===== src/tke4_pkg.sv =====
package tke4_pkg;

  // fixed frame and result geometry
  localparam int CHANNELS = 4;
  localparam int OUT_W    = 46;

  // configuration register indexes
  typedef enum logic {
    CFG_SPATIAL_MODE   = 1'b0,
    CFG_POWER_EXPONENT = 1'b1
  } cfg_index_t;

  // exponent code that selects squaring
  localparam logic [1:0] POWER_SQUARE = 2'd2;

  // lane multiplier operations
  typedef enum logic [2:0] {
    MUL_SQ_A = 3'd0,
    MUL_SQ_B = 3'd1,
    MUL_SQ_C = 3'd2,
    MUL_BB   = 3'd3,
    MUL_AC   = 3'd4
  } mul_op_t;

  // controller to datapath
  typedef struct packed {
    logic    capture;
    logic    mul_en;
    mul_op_t op;
    logic    out_load;
  } dp_cmd_t;

  // datapath to controller
  typedef struct packed {
    logic produce;
    logic square;
  } dp_status_t;

endpackage


===== src/tke4_ctrl.sv =====
module tke4_ctrl (
  input  logic                 clk,
  input  logic                 rst_n,
  input  logic                 in_valid,
  output logic                 in_stall,
  output logic                 out_valid,
  input  logic                 out_stall,
  input  tke4_pkg::dp_status_t status,
  output tke4_pkg::dp_cmd_t    cmd
);

  typedef enum logic [2:0] {
    S_IDLE,
    S_SQ_A,
    S_SQ_B,
    S_SQ_C,
    S_MUL_BB,
    S_MUL_AC,
    S_WB
  } state_t;

  state_t state_r, state_nxt;
  logic   out_valid_r, out_valid_nxt;
  logic   accept;
  logic   out_free;

  assign in_stall = (state_r != S_IDLE);
  assign accept   = in_valid && (state_r == S_IDLE);
  assign out_free = !out_valid_r || !out_stall;

  // sequence the lane multipliers
  always_comb begin
    state_nxt     = state_r;
    out_valid_nxt = out_valid_r && out_stall;
    cmd.capture   = 1'b0;
    cmd.mul_en    = 1'b0;
    cmd.op        = tke4_pkg::MUL_BB;
    cmd.out_load  = 1'b0;
    unique case (state_r)
      S_IDLE: begin
        if (accept) begin
          cmd.capture = 1'b1;
          if (status.produce) begin
            state_nxt = status.square ? S_SQ_A : S_MUL_BB;
          end
        end
      end
      S_SQ_A: begin
        cmd.mul_en = 1'b1;
        cmd.op     = tke4_pkg::MUL_SQ_A;
        state_nxt  = S_SQ_B;
      end
      S_SQ_B: begin
        cmd.mul_en = 1'b1;
        cmd.op     = tke4_pkg::MUL_SQ_B;
        state_nxt  = S_SQ_C;
      end
      S_SQ_C: begin
        cmd.mul_en = 1'b1;
        cmd.op     = tke4_pkg::MUL_SQ_C;
        state_nxt  = S_MUL_BB;
      end
      S_MUL_BB: begin
        cmd.mul_en = 1'b1;
        cmd.op     = tke4_pkg::MUL_BB;
        state_nxt  = S_MUL_AC;
      end
      S_MUL_AC: begin
        cmd.mul_en = 1'b1;
        cmd.op     = tke4_pkg::MUL_AC;
        state_nxt  = S_WB;
      end
      S_WB: begin
        // wait for the output register to drain
        if (out_free) begin
          cmd.out_load  = 1'b1;
          out_valid_nxt = 1'b1;
          state_nxt     = S_IDLE;
        end
      end
      default: state_nxt = S_IDLE;
    endcase
  end

  always_ff @(posedge clk) begin
    if (!rst_n) begin
      state_r     <= S_IDLE;
      out_valid_r <= 1'b0;
    end else begin
      state_r     <= state_nxt;
      out_valid_r <= out_valid_nxt;
    end
  end

  assign out_valid = out_valid_r;

endmodule


===== config.mk =====
export PLATFORM = sky130hd
export DESIGN_NAME = tke4_ctrl
export DESIGN_NICKNAME = d
export VERILOG_FILES = /design/src/tke4_pkg.sv /design/src/tke4_ctrl.sv
export SDC_FILE = /design/constraint.sdc
export NUM_CORES = 1
export LEC_CHECK = 0
export BUFFER_PORTS_ARGS = -buffer_cell sky130_fd_sc_hd__buf_2
export CAP_MARGIN = 20
export CORE_AREA = 2 2 39 41
export CTS_BUF_LIST = sky130_fd_sc_hd__clkbuf_16
export DETAILED_ROUTE_END_ITERATION = 12
export DIE_AREA = 0 0 41 43
export SLEW_MARGIN = 20
export SYNTH_ARGS = -nofsm -noshare
export SYNTH_HDL_FRONTEND = slang
export SYNTH_SLANG_ARGS = --single-unit
export TNS_END_PERCENT = 100

===== constraint.sdc =====
create_clock -name clk -period 1.6 [get_ports clk]
set_input_delay 0.24 -clock clk [delete_from_list [all_inputs] [get_ports clk]]
set_output_delay 0.24 -clock clk [all_outputs]
set_load 0.02 [all_outputs]

==> run_results.csv <==
group,metric,value,unit
floorplanning,dieHeight,43,um
pwr,netSwitchingPower,0.148,mW
layout,post-route-util,0.282,
drt,wl_met2,281,um
sta,tns,0,ns
synth,synth_nets,39,
drt,drt_iter0_drc,2,
layout,antenna_cells,0,
global_routing,antenna_found_initial,0,
clock_network,htreeDepth,1,
layout,fin_nets,54,
worst_setup_path,max_stage_delay,0.35,ns
place,portBuffers,13,
worst_setup_path,path_delay_family,"simple AND/OR/NAND/NOR gates",
clock_network,ctsHoldBuffers,0,
worst_setup_path,worst_ep_required_time,1.36,ns
sta,rsz0062_at_grt,"false",
drt,dr.pass1.iters,2,
clock_network,cts_sinks,4,
global_routing,grt_use_total,0.0854,
pwr,swShare,0.240,
floorplanning,design.core.area,0.00138,mm^2
global_routing,grt_pass1_vias,235,
synth,ys_types,21,
clock_network,cts_setup_buffers,0,
worst_setup_path,endpoint_kind,"primary output",
drt,drt_wl_total,611,um
sta,setup_violations,0,
synth,syn_inst,33,
worst_setup_path,path_cells,"nand2b_1 -> or2_1 -> a21oi_1 -> buf_2",
synth,yosys.area.top_type,"dfxtp_1",
drt,viasPerCell,4.44,
worst_setup_path,crit_arrival,1.28,ns
sta,worst_pin_slew,0.269,ns
layout,fin_area,390,um^2
worst_setup_path,cp-start-kind,"register",
pwr,power_frac_comb,0.164,
floorplanning,die_w,41,um
worst_hold_path,min_path_type,"in -> reg",
pwr,clock_power_share,0.632,
layout,drive_above_1_share,0.457,
sta,finalClockSkew,0.000171,ns
global_routing,grt_pass1_wl,938,um
clock_network,post_cts_resized,0,
pwr,power.total,0.617,mW
pwr,p_leak,0.177,nW
flow_run,maxCapViolCount,0,
synth,yosysSeqAreaShare,0.323,
place,dpl.hpwl,455,um
drt,drt-met1-wl,259,um
clock_network,cts_tree,"built",
clock_network,numCtsBuffers,3,
worst_setup_path,crit_slowest_cell,"dfxtp_2",
pwr,powerDensity,1580,mW/mm^2
floorplanning,start_util,0.179,
global_routing,grt_max_degree,10,
pwr,pwr-share-seq,0.205,
synth,synth_area_leaders,"dfxtp_1 32%, a21oi_1 10%, buf_6 4.5%",
worst_setup_path,crit_buf_inv,1,
clock_network,clk-insertion-delay-late,0.22,ns
drt,dr_wl_met3,40,um
sta,fmax,656,MHz
drt,top_layer_used,"met4",
clock_network,clockRootBuffer,"clkbuf_16",
drt,post_drt_wl_per_cell,9.85,um
outcome,status,"finished, final reports clean",
floorplanning,die-area,0.00176,mm^2
drt,vias,275,
global_routing,grt_overflow,0,
place,dp.cells,59,
synth,yosysWarnings,0,
synth,synth_top_cell_area_share,0.323,
synth,ys_ff_latch,4,
sta,drv_slew,0,
drt,drc,0,
sta,slew_headroom,0.819,
sta,period_needed,1.52,ns
floorplanning,pin_count,14,
clock_network,clockBufferDepth,2,
sta,period_share,0.952,
clock_network,clk_pin_slew,0.03,ns
place,gp_congestion,0.795,
worst_setup_path,crit_type,"reg -> out",
pwr,ir_worst_vdd,0.691,mV
layout,synthToLayoutAreaGrowth,57.6,%
layout,fin_cells,62,
pwr,p_int,0.469,mW
floorplanning,rows,14,
synth,synth_area,248,um^2
drt,antenna_left,0,
synth,syn_avg_cell_area,7.51,um^2
sta,hold_violations,0,
place,dpl_cell_area,312,um^2
worst_setup_path,worstPathMaxFanout,9,
-- layout make-up --
| class | instances | area [um^2] |
|---|---|---|
| tap | 16 | 20.0 |
| fill | 152 | 993 |
| timing repair buffer | 13 | 65.1 |
| clock buffer | 3 | 75.1 |
| multi-input combinational | 23 | 135 |
| sequential | 4 | 83.8 |
| inverter | 3 | 11.3 |
-- flip-flops by register name (all words and copies together), names as in the netlist --
signal and flops:
state_r 3, out_valid 1
-- cell usage after synthesis (all sizes together) --
master and number:
nor3 1, nor2b 1, or2 1, nor2 2, nand2b 1, a311oi 1
nand2 3, a31oi 1, or4 1, and2 2, o311ai 1, buf 3
nor4b 1, a21oi 5, o21a 1, dfxtp 4, inv 3, nand4 1
-- path summary, 6_finish.rpt --
check / from / slack (ns) / cells after the start / endpoint
setup / recovery: state_r[0] / 0.08 / 4 / cmd[0]
hold / removal: rst_n / 0.26 / 2 / state_r[1]
setup reg to reg: state_r[2] / 0.44 / 3 / state_r[2]
hold reg to reg: state_r[0] / 0.52 / 1 / state_r[0]
-- power by group through the flow --
stage               registers, mW  clock network [mW]  logic, mW
global route                0.129               0.397      0.113
CTS                         0.125               0.393      0.102
global placement            0.125                   0      0.101
floorplan                   0.111                   0     0.0862
detailed placement          0.126                   0      0.101
finish                      0.126               0.390      0.101
-- cells in the final DEF (no fill, tap or decap), drive strengths merged --
cell    count
and2        2
dfxtp       4
nor4b       1
o311ai      1
a31oi       1
buf        13
nor3        1
inv         3
nand2b      1
clkbuf      3
a311oi      1
o21a        1
nor2        2
nand2       3
a21oi       5
or4         1
nor2b       1
or2         1
nand4       1
-- cells by family (layout without fill, tap and decap cells) --
kind of cell | after synthesis | after routing | share of synthesized area
simple gates | 14 | 14 | 0.318
compound gates | 9 | 9 | 0.227
buf+inv | 6 | 19 | 0.131
flops | 4 | 4 | 0.323
-- per-stage QoR --
stage / hold slack (ns) / setup slack, ns
after floorplan: 0.358 / 0.235
after global placement: 0.481 / 0.299
after detailed placement: 0.484 / 0.276
after CTS: 0.258 / 0.00519
after global routing: 0.277 / 0.0504
final: 0.258 / 0.0762
-- layer usage --
metal	up-vias	GRT usage
li1	142	-
met1	118	0.106
met2	11	0.100
met3	4	0.0314
met4	0	0.0933
met5	-	0
Note: power is estimated with default switching activity, not from simulation.
